===== src/sv/plid_pkg.sv =====
// Shared codes, types and defaults for the positional list block.
package plid_pkg;

    // Default list capacity and dump window size
    localparam int DEPTH_DEF = 128;
    localparam int DUMP_MAX  = 64;

    // Command modes
    localparam logic [2:0] MODE_CREATE  = 3'd0;
    localparam logic [2:0] MODE_DESTROY = 3'd1;
    localparam logic [2:0] MODE_INSERT  = 3'd2;
    localparam logic [2:0] MODE_DELETE  = 3'd3;
    localparam logic [2:0] MODE_DUMP    = 3'd4;

    // Result status codes
    localparam logic [2:0] STAT_OK          = 3'd0;
    localparam logic [2:0] STAT_NOT_CREATED = 3'd1;
    localparam logic [2:0] STAT_EXISTS      = 3'd2;
    localparam logic [2:0] STAT_EMPTY       = 3'd3;
    localparam logic [2:0] STAT_FULL        = 3'd4;
    localparam logic [2:0] STAT_BAD_POS     = 3'd5;

    // Operation broadcast to every cell of the chain
    typedef enum logic [1:0] {
        OP_HOLD   = 2'd0,
        OP_INSERT = 2'd1,
        OP_DELETE = 2'd2,
        OP_ROTATE = 2'd3
    } cell_op_t;

    typedef struct packed {
        cell_op_t           op;
        logic signed [31:0] value;
    } cell_ctl_t;

    // Controller states
    typedef enum logic [1:0] {
        FSM_IDLE = 2'b01,
        FSM_DUMP = 2'b10
    } fsm_t;

endpackage


===== src/sv/plid_cell.sv =====
// One storage cell of the list chain; shifts with its neighbors on command.
module plid_cell #(
    parameter int DEPTH = plid_pkg::DEPTH_DEF,
    parameter int INDEX = 0
) (
    input  logic                         aclk,
    input  plid_pkg::cell_ctl_t          ctl,
    input  logic [$clog2(DEPTH)-1:0]     pos_idx,    // 0-based target slot
    input  logic signed [31:0]           left_data,  // cell INDEX-1
    input  logic signed [31:0]           right_data, // cell INDEX+1 (ring)
    output logic signed [31:0]           data
);
    import plid_pkg::*;

    localparam int IDXW = $clog2(DEPTH);
    localparam logic [IDXW-1:0] MY_IDX = IDXW'(INDEX);

    logic signed [31:0] data_reg;
    logic signed [31:0] data_next;

    // Insert opens a gap at the target, delete closes it, rotate walks left
    always_comb begin
        data_next = data_reg;
        case (ctl.op)
            OP_INSERT: begin
                if (MY_IDX == pos_idx) begin
                    data_next = ctl.value;
                end else if (MY_IDX > pos_idx) begin
                    data_next = left_data;
                end
            end
            OP_DELETE: begin
                if (MY_IDX >= pos_idx) begin
                    data_next = right_data;
                end
            end
            OP_ROTATE: data_next = right_data;
            default:   data_next = data_reg;
        endcase
    end

    always_ff @(posedge aclk) begin
        data_reg <= data_next;
    end

    assign data = data_reg;

endmodule


===== config.mk =====
export PLATFORM = sky130hd
export DESIGN_NAME = plid_cell
export DESIGN_NICKNAME = d
export VERILOG_FILES = /design/src/sv/plid_pkg.sv /design/src/sv/plid_cell.sv
export SDC_FILE = /design/constraint.sdc
export NUM_CORES = 1
export LEC_CHECK = 0
export ABC_CLOCK_PERIOD_IN_PS = 2360
export BUFFER_PORTS_ARGS = -buffer_cell sky130_fd_sc_hd__buf_2
export CORE_UTILIZATION = 39
export DETAILED_ROUTE_END_ITERATION = 10
export PLACE_DENSITY = 0.82
export RECOVER_POWER = 50
export REMOVE_ABC_BUFFERS = 1
export SETUP_SLACK_MARGIN = 0.05
export SKIP_CTS_REPAIR_TIMING = 1
export SYNTH_ARGS = -nofsm -noshare
export SYNTH_HDL_FRONTEND = slang
export SYNTH_SLANG_ARGS = --single-unit

===== constraint.sdc =====
create_clock -name aclk -period 2.36 [get_ports aclk]
set_input_delay 0 -clock aclk [delete_from_list [all_inputs] [get_ports aclk]]
set_output_delay 0 -clock aclk [all_outputs]
set_load 0.05 [all_outputs]

# Word level (Yosys, flattened, before mapping)
# Index checks and enable logic that the tools add are counted.
[op_classes]
shifts = 0
eq_ne = 5
n_reduce_logical = 3
div = 0
n_addsub = 0
n_mux = 4
n_bitwise = 0
order_cmp = 2
n_mul = 0
[ops]
columns = ["op", "n"]
rows = [
  ["32-bit 2-to-1 mux", 3],
  ["32-bit one-hot mux with 3 select lines", 1],
  ["1-bit by 7-bit greater-or-equal comparator with 1-bit output, first input constant", 1],
  ["1-bit by 7-bit greater-than comparator with 1-bit output, first input constant", 1],
  ["7-bit zero test", 1],
  ["2-bit equality test, second input constant", 2],
  ["3-bit != test, second input constant", 1],
  ["3-bit AND reduction", 1],
  ["3-bit nonzero test", 1],
  ["2-bit by 1-bit equality test with 1-bit output, second input constant", 1],
  ["2-bit != test, second input constant", 1],
]
[totals]
input_bits = 106
register_bits = 32
latchBits = 0
mem_bits_rw = 0
romBits = 0
output_inout_bits = 32
wordCells = 15
mem_count = 0

# Logic depth before layout (Yosys ltp)
# Gate-level depths: netlist of the first run.
[depth]
ltp_word = 4
mapped_depth = 5
mapped_depth_nobuf = 3

# Least setup slack after synthesis of the first run
# Ideal clock, no wire load.
[synth_timing]
path_type = "input to register"
startpoint = "input port pos_idx[3]"
endpoint = "register data_reg[0], in the netlist data[0], enable pin"
stages = 3
path_slack_ps = 398
required_ps = 1967
t_arrival_ps = 1569
n_path_buf = 0
setup_ps = 393
cell_sequence = "or4_4 -> nor2_1 -> maj3_1"
[synth_via]
elab_chain_len = 3
word_cells_on_any_way = 6
cone_classes = "2 x order compare; 2 x eq/ne; 2 x reduce/logical"
[synth_rtl]
columns = ["element", "line_no", "rtl"]
rows = [
  ["from (decl)", "plid_cell.sv:8", "input logic [$clog2(DEPTH)-1:0] pos_idx,"],
  ["1-bit by 7-bit greater-than comparator with 1-bit output (tied with other cells)", "plid_cell.sv:28", "end else if (MY_IDX > pos_idx) begin"],
  ["3-bit != test (no line) / 2-bit != test (equally long branches)", "-", ""],
  ["3-bit AND reduction (no line) (*)", "-", ""],
  ["to (signal assigned)", "plid_cell.sv:43", "data_reg <= data_next;"],
  ["to (decl)", "plid_cell.sv:18", "logic signed [31:0] data_reg;"],
]
# Mark *: on every way between the ends. The rest lies on a longest branch, timed or not.
# A chain may end at the register's enable or synchronous reset.

# Final worst setup path of the first run
[layout_timing]
startpoint = "input port pos_idx[3]"
endpoint = "register data_reg[7], in the netlist data[7], enable pin"
# Same word-level chain as after synthesis.

==> results.md, run 1 <==
- First-pass GRT wire length: roughly 8 mm
- DP HPWL: around 3.7 mm
- Synth Area in Adders: 0.00570
- Initial antenna violation count: 0
- Outcome: finished clean
- Final setup viols: 0
- Synth cell count leaders: 32 x a31oi_1, 32 x edfxtp_1, 30 x o21ai_1
- Design Area, Final: 2500 sq um
- Cells after Synth: approximately 170
- Combinational family with the most area after synthesis: compound AO/OA/AOI/OAI gates
- WP data arrival: 1.46 ns
- Vias: just under 2,000
- Final Cycle Share: 0.633
- Critical path cell sequence: buf_2, or4_4, nor2_1, maj3_1, buf_4
- EDFF count, synth: 32
- Synth warnings: 0
- Setup TNS: 0 ns
- WL final: just over 5 mm
- Die Y: between 60 and 70 um
- Compound-cell area share of the yosys netlist: 0.275
- Syn-to-layout area delta: 42.5%
- Post-DP Area: between 2000 and 2500 sq um
- # Max-Cap Violations: 0
- Final min period: ~1.5 ns
- Most Used Layer, Global Route: met2
- I/O Pins: 138
- Share of the synthesized area in the top cell type: 0.547
- Die area: approximately 4800 sq um
- Met2 Track Usage GR: 0.381
- Post-Synth Simple-Gate Area: 0.112
- Post-DR wirelength/cell: ~15 um
- Total track usage: 0.213
- First DRT Iteration DRCs: 138
- FP Rows: 24
- Largest cells by area after synthesis: edfxtp_1 55%, a31oi_1 11%, o21ai_1 8.6%
- Antenna cell count: 0
- Mapped cell area: between 1500 and 2000 sq um
- Measured slew at the worst slew-check pin: slightly above 0.6 ns
- Power, Total: 1.46 mW
- Pre-Repair DR Iteration Count: 4
- Number of non-filler instances in the completed layout: 356
- # DRC: 0
- Final number of hold-violating endpoints: 0
- Synth area leader: edfxtp_1
- DR vias/cell: 5.49
- P_leak: between 1 and 1.5 nW
- Crit path buf inv count: 2
- Clk root buf: clkbuf_8
- Yosys reg bits: 32
- Sequential area share after synthesis: 0.547
- Synth Area in XOR/XNOR: 0
- Post-synthesis cell type count: 16
- Global routing usage on met1: 0.262
- Slew headroom: 0.586
- DRT antenna net count: 0
- CP peak stage delay: between 0.7 and 0.8 ns
- Unrepaired setup endpoints after global routing: no
- Max reg flops: 32
- Met3 Use GR: 0.0351
- Largest net degree at the start of global routing: 34
- P per Cell Area: 583 nW/um^2
- Port Buf Inserts: around 140
- CTS max path bufs: 2
- Maximum VDD drop: between 200 and 250 uV
- Worst setup path class: in -> reg
- CP required: approximately 2.3 ns
- Slew Limit Fails: 0
- Routability cong.: between 0.7 and 0.8
- Worst-path clk slew: roughly 0.06 ns
- H-tree Lvls: 2
- CP Launch Type: input port
- CP Max Fanout: 33
- Mux contribution to synthesized area: 0
- Die W: between 60 and 70 um
- Inst Count DP: roughly 350
- Layout cell share with drive strength beyond 1: 0.391
- CP delay by family, top: simple AND/OR/NAND/NOR gates
- Clk sink count: 32
- Remaining global-route overflow: 0
- Total CTS buffers: 5
- Mean post-synth cell area: 10.2 sq um
- Predominant post-synthesis flop cell: edfxtp_1
- Final nets: between 400 and 500
- Hold Crit Class: in -> reg
- Vias in the first global route: about 1,800
- Fmax: approximately 670 MHz
- CTS tree: yes
- CP Capture Type: flop
- Placeable core area: 4350 sq um
- Post-synth ARST share: 0
- Worst path slowest cell: or4_4
- Initial Utilization: 0.403
-- final timing paths --
kind / from / endpoint / slack, ns / cells after the start
hold / removal: right_data[0] / data[0] / 0.06 / 2
setup / recovery: pos_idx[3] / data[7] / 0.87 / 5
-- layout make-up --
class / instances / area [sq um]
Clock inverter: 1 / 3.75
Inverter: 1 / 3.75
Multi-Input combinational cell: 120 / 703
Fill cell: 410 / 1850
Tap cell: 52 / 65.1
Clock buffer: 7 / 76.3
Sequential cell: 32 / 961
Timing Repair Buffer: 143 / 688
-- cell families after synthesis --
kind of cell,Yosys count
AO/OA/AOI/OAI,78
AND/OR/NAND/NOR,41
flip-flops,32
buffers and inverters,20
adder cells (fa/ha/maj),1
-- per-layer routing --
| metal | wire [um] | share of wire | up-vias |
|---|---|---|---|
| met5 | 0 | 0 | - |
| met4 | 32 | 0.0062 | 0 |
| met3 | 381 | 0.074 | 4 |
| met2 | 2660 | 0.51 | 99 |
| met1 | 2090 | 0.40 | 910 |
| li1 | - | - | 943 |
-- stage by stage --
stage                util  hold slack (ns)  worst slack, ns
finish              0.574           0.0621            0.867
detailed placement  0.566            0.340            0.553
floorplan               -            0.235            0.160
CTS                 0.584           0.0548            0.846
global route        0.574           0.0532            0.705
global placement    0.566            0.345            0.587
-- layout by cell type (no fill, tap or decap), drive strengths merged, types with 14 or more instances in the layout --
master and count:
o21ai 32, nand3 18, a2bb2oi 14, clkbuf 40, edfxtp 32, nor2 19
buf 110, a31oi 32
-- power breakdown --
group | leakage (nW) | total [mW] | switching (mW) | internal (mW)
Sequential | 0.306 | 0.691 | 0.0115 | 0.679
Clock | 0.0399 | 0.375 | 0.170 | 0.205
Combinational | 0.656 | 0.392 | 0.269 | 0.123
Total | 1.00 | 1.46 | 0.451 | 1.01
Note: power is estimated with default switching activity, not from simulation.
==> inputs of run 2 (changes only) <==
--- a/config.mk
+++ b/config.mk
@@ -5,7 +5,7 @@
 export SDC_FILE = /design/constraint.sdc
 export NUM_CORES = 1
 export LEC_CHECK = 0
-export ABC_CLOCK_PERIOD_IN_PS = 2360
+export ABC_CLOCK_PERIOD_IN_PS = 1530
 export BUFFER_PORTS_ARGS = -buffer_cell sky130_fd_sc_hd__buf_2
 export CORE_UTILIZATION = 39
 export DETAILED_ROUTE_END_ITERATION = 10
==> constraint.sdc (replaced) <==
create_clock -name aclk -period 1.53 [get_ports aclk]
set_input_delay 0 -clock aclk [delete_from_list [all_inputs] [get_ports aclk]]
set_output_delay 0 -clock aclk [all_outputs]
set_load 0.05 [all_outputs]
==> run 2 against run 1 <==
Against the previous run:
- hold slack worse by 0.0068 ns
- die area is the same
- non-clock buffer count rose by 3
- power up 56%
- first-iteration DRC count rose by 38%
- sequential share of layout area down 0.75 points
- wire length increased by 2.2%
- largest power group unchanged
==> results.md, run 2 (same netlist as run 1, synthesis figures left out) <==
- H-tree Lvls: 2 (unchanged)
- Design Area, Final: 2550 sq um (+2.0%)
- Commonest non-fill, non-tap cell in the layout: buf_2
- CTS max path bufs: 2 (unchanged)
- Routability cong.: 0.754 (+2.3%)
- CTS tree: yes
- Post-layout util: 0.586 (+0.0115)
- Hold Crit Depth: 2 (unchanged)
- Remaining global-route overflow: 0 (unchanged)
- Number of non-filler instances in the completed layout: 359 (+0.84%)
- CP Capture Type: flop
- Die W: 69.1 um (unchanged)
- Die Y: 69.1 um (unchanged)
- P_leak: 1.03 nW (+2.3%)
- Final min period: 1.24 ns
- Port Buf Inserts: 137 (unchanged)
- Inst Count DP: 351 (+0.86%)
- Final setup viols: 0 (unchanged)
- WL final: 5.28 mm (+2.2%)
- Vias: 1,958 (+0.10%)
- Pre-Repair DR Iteration Count: 4 (unchanged)
- I/O Pins: 138 (unchanged)
- Critical path cell sequence: buf_2, or4_4, nor2_1, maj3_1, buf_12
- Clk root buf: clkbuf_8
- Clk sink count: 32 (unchanged)
- Total CTS buffers: 5 (unchanged)
- Post-DP Area: 2510 sq um (+1.9%)
- FP Rows: 24 (unchanged)
- CP peak stage delay: 0.52 ns (-0.20 ns)
- # Max-Cap Violations: 0 (unchanged)
- Worst path slowest cell: or4_4
- Layout cell share with drive strength beyond 1: 0.397 (+0.00595)
- Hold Crit Class: in -> reg
- Setup slack after layout: 0.286 ns (-0.581 ns)
- Antenna cell count: 0 (unchanged)
- Worst setup path class: in -> reg
- DR vias/cell: 5.45 (-0.73%)
- CP Max Fanout: 32 (-3.0%)
- Unrepaired setup endpoints after global routing: no
- Slew Limit Fails: 0 (unchanged)
- First DRT Iteration DRCs: 190 (+38%)
- Outcome: finished clean
- WP data arrival: 1.21 ns (-0.25 ns)
- Final number of hold-violating endpoints: 0 (unchanged)
- Most frequent cells in the layout: 105 x buf_2, 34 x clkbuf_1, 32 x a31oi_1, 32 x edfxtp_1, 19 x nor2_1
- CP required: 1.50 ns (-0.82 ns)
- CP Launch Type: input port
- P per Cell Area: 893 nW/um^2 (+53%)
- # DRC: 0 (unchanged)
- Final Cycle Share: 0.813
- Post-DR wirelength/cell: 14.7 um (+1.4%)
- DRT antenna net count: 0 (unchanged)
- CP startpoint: pos_idx[3]
- Slew headroom: 0.573 (-0.0130)
- Die area: 4770 sq um (unchanged)
- Dpl ws: -0.00882 ns (-0.562 ns)
- First-pass GRT wire length: 8.45 mm (+3.3%)
- Critical path endpoint: data[21]
- Fmax: about 800 MHz
- Maximum VDD drop: 486 uV (+140%)
- Total track usage: 0.220 (+0.00688)
- Max reg flops: 32 (unchanged)
- Final nets: 412 (+0.73%)
- Worst-path clk slew: 0.06 ns (about the same)
- Fin Hold WS: 0.0553 ns (-0.00681 ns)
- Placeable core area: 4350 sq um (unchanged)
- DP HPWL: 3.67 mm (-1.3%)
- Fill cells: 422 (+2.9%)
- Largest net degree at the start of global routing: 51 (+50%)
- Measured slew at the worst slew-check pin: 0.643 ns (+0.0196 ns)
- Initial Utilization: 0.403 (unchanged)
- Vias in the first global route: 1,912 (+8.0%)
- Initial antenna violation count: 0 (unchanged)
- Syn-to-layout area delta: 45.3%
run 2: worst min path at each step:
stage                               from       end  slack, ns
after detailed placement  right_data[27]  data[27]       0.33
after CTS                 right_data[27]  data[27]       0.04
final                     right_data[27]  data[27]       0.06
after global placement    right_data[31]  data[31]       0.34
after floorplan            right_data[0]   data[0]       0.24
after global routing      right_data[16]  data[16]       0.06
run 2: through the flow:
step / TNS, ns / power, mW
2_1_floorplan: -41.52 / 1.46
3_3_place_gp: 0 / 1.71
3_5_place_dp: -0.236 / 1.72
4_1_cts: 0 / 2.32
5_1_grt: 0 / 2.39
6_report: 0 / 2.28
run 2: routing by layer:
metal / part of all wire / GRT usage / vias to the layer above
met2: 0.50 / 0.391 / 105
met3: 0.080 / 0.0424 / 12
met1: 0.40 / 0.258 / 889
li1: - / - / 952
met4: 0.019 / 0.0930 / 0
met5: 0 / 0 / -
run 2: worst max-delay path: cells and delay by family:
family        cells  cell delay (ns)
simple gates      2             0.65
buf+inv           2             0.32
fa+ha+maj         1             0.23
run 2: area by class of cell:
| cell class | instances | area (sq um) | area share |
|---|---|---|---|
| clock buffers | 7 | 76.3 | 0.0299 |
| clock inverters | 1 | 3.75 | 0.00147 |
| inverters | 1 | 3.75 | 0.00147 |
| multi-input cells | 120 | 703 | 0.276 |
| flip-flops and latches | 32 | 961 | 0.377 |
| well taps | 52 | 65.1 | 0.0255 |
| repair buffers | 146 | 738 | 0.289 |
run 2: where the power goes:
part           internal, mW  leakage [nW]  switching, mW  total [mW]
clock                 0.316        0.0399          0.276       0.592
combinational         0.200         0.680          0.419       0.620
sequential             1.05         0.306         0.0181        1.07
total                  1.56          1.03          0.713        2.28
==> inputs of run 3 (changes only) <==
--- a/config.mk
+++ b/config.mk
@@ -5,7 +5,7 @@
 export SDC_FILE = /design/constraint.sdc
 export NUM_CORES = 1
 export LEC_CHECK = 0
-export ABC_CLOCK_PERIOD_IN_PS = 1530
+export ABC_CLOCK_PERIOD_IN_PS = 1200
 export BUFFER_PORTS_ARGS = -buffer_cell sky130_fd_sc_hd__buf_2
 export CORE_UTILIZATION = 39
 export DETAILED_ROUTE_END_ITERATION = 10
==> constraint.sdc (replaced) <==
create_clock -name aclk -period 1.2 [get_ports aclk]
set_input_delay 0 -clock aclk [delete_from_list [all_inputs] [get_ports aclk]]
set_output_delay 0 -clock aclk [all_outputs]
set_load 0.05 [all_outputs]
==> run 3 against run 2 <==
Against the previous run:
- the flow now finishes with violations (negative setup slack)
- count of clock-buffer cells in the layout is the same
- sequential power rose by 27%
- die area did not move
- power grew 30%
- cell area is 6.0% higher
- hold slack gained 0.011 ns
- critical path type unchanged
- largest cell class unchanged
- highest routed layer unchanged
==> results.md, run 3 (same netlist as run 1, synthesis figures left out) <==
- Outcome: complete, but fails checks
- Failing checks: negative setup slack
- Vias: 2,020 (+3.2%)
- Final nets: 423 (+2.7%)
- WP data arrival: 1.23 ns (+0.02 ns)
- Port Buf Inserts: 137 (unchanged)
- Vias in the first global route: 1,861 (-2.7%)
- Setup slack after layout: -0.0413 ns (-0.327 ns)
- # Max-Cap Violations: 0 (unchanged)
- Maximum VDD drop: 505 uV (+3.8%)
- Max reg flops: 32 (unchanged)
- Remaining global-route overflow: 0 (unchanged)
- Total CTS buffers: 5 (unchanged)
- Placeable core area: 4350 sq um (unchanged)
- Power, Total: 2.96 mW (+30%)
- DR vias/cell: 5.46 (about the same)
- DRT antenna net count: 0 (unchanged)
- Largest net degree at the start of global routing: 33 (-35%)
- Die W: 69.1 um (unchanged)
- Clk sink count: 32 (unchanged)
- Initial antenna violation count: 0 (unchanged)
- Final min period: about 1.2 ns
- CP Capture Type: flop
- P per Cell Area: 1090 nW/um^2 (+23%)
- Setup TNS: -0.747 ns (-0.747 ns)
- # DRC: 0 (unchanged)
- Dpl ws: -0.344 ns (-0.335 ns)
- Commonest non-fill, non-tap cell in the layout: buf_2
- First DRT Iteration DRCs: 150 (-21%)
- Syn-to-layout area delta: 54.1%
- Measured slew at the worst slew-check pin: 0.621 ns (-0.0226 ns)
- Initial Utilization: 0.403 (unchanged)
- CP Launch Type: input port
- WL final: 5.49 mm (+3.9%)
- First-pass GRT wire length: 8.33 mm (-1.4%)
- Final Cycle Share: 1.03
- P_leak: 1.13 nW (+9.9%)
- Worst-path clk slew: 0.06 ns (about the same)
- Clk root buf: clkbuf_8
- Die Y: 69.1 um (unchanged)
- Final setup viols: 32 (+32)
- Slew headroom: 0.588 (+0.0150)
- Antenna cell count: 0 (unchanged)
- Worst setup path class: in -> reg
- CTS max path bufs: 2 (unchanged)
- Unrepaired setup endpoints after global routing: yes
- Slew Limit Fails: 0 (unchanged)
- Hold Crit Class: in -> reg
- Multi-input logic area: 707 sq um (+0.53%)
- Fill cells: 385 (-8.8%)
- CTS tree: yes
- Die area: 4770 sq um (unchanged)
- Reg area: 961 sq um (unchanged)
- Post-DR wirelength/cell: 14.8 um (+0.81%)
- I/O Pins: 138 (unchanged)
- Layout cell share with drive strength beyond 1: 0.456 (+0.0586)
- DP HPWL: 3.81 mm (+3.9%)
- H-tree Lvls: 2 (unchanged)
- Routability cong.: 0.791 (+4.8%)
- Total track usage: 0.220 (-0.000276)
- Pre-Repair DR Iteration Count: 4 (unchanged)
- Final number of hold-violating endpoints: 0 (unchanged)
- CP Max Fanout: 8 (-75%)
- CP required: 1.19 ns (-0.31 ns)
- Fmax: approximately 800 MHz
- FP Rows: 24 (unchanged)
- Most frequent cells in the layout: 103 x buf_2, 32 x a31oi_1, 32 x edfxtp_1
[run 3: path summary, 6_finish.rpt]
| check | end | slack (ns) | depth (start not counted) | from |
|---|---|---|---|---|
| worst min-delay path | data[4] | 0.07 | 2 | right_data[4] |
| worst max-delay path | data[18] | -0.04 | 5 | pos_idx[0] |
[run 3: per-layer routing]
layer | vias up | global-route usage | share of wire
met5 | - | 0 | 0
met4 | 0 | 0.0862 | 0.015
met3 | 11 | 0.0482 | 0.097
met2 | 118 | 0.398 | 0.51
met1 | 921 | 0.250 | 0.38
li1 | 970 | - | -
[run 3: report_power, final]
group	switching, mW	internal [mW]	leakage (nW)
Sequential	0.0213	1.34	0.306
Combinational	0.545	0.304	0.781
Clock	0.351	0.403	0.0399
[run 3: area by class of cell]
class | count | share of cell area
clock buffer | 7 | 0.0282
sequential | 32 | 0.355
tap | 52 | 0.0241
clock inverter | 1 | 0.00139
inverter | 1 | 0.00139
multi-input combinational | 120 | 0.261
timing repair buffer | 157 | 0.328
[run 3: worst max-delay path, stage by stage]
cell and delay [ns]:
buf_6 0.09, or4_4 0.54, nor2_2 0.10, maj3_2 0.30, clkbuf_16 0.19
[run 3: through the flow]
step	instance area, sq um	hold slack (ns)	cells	utilization
after global placement	2560	0.329	358	0.589
after detailed placement	2560	0.333	358	0.589
final	2710	0.0662	370	0.621
after global routing	2710	0.0456	370	0.621
after CTS	2640	0.0505	366	0.607
after floorplan	1650	0.235	153	-
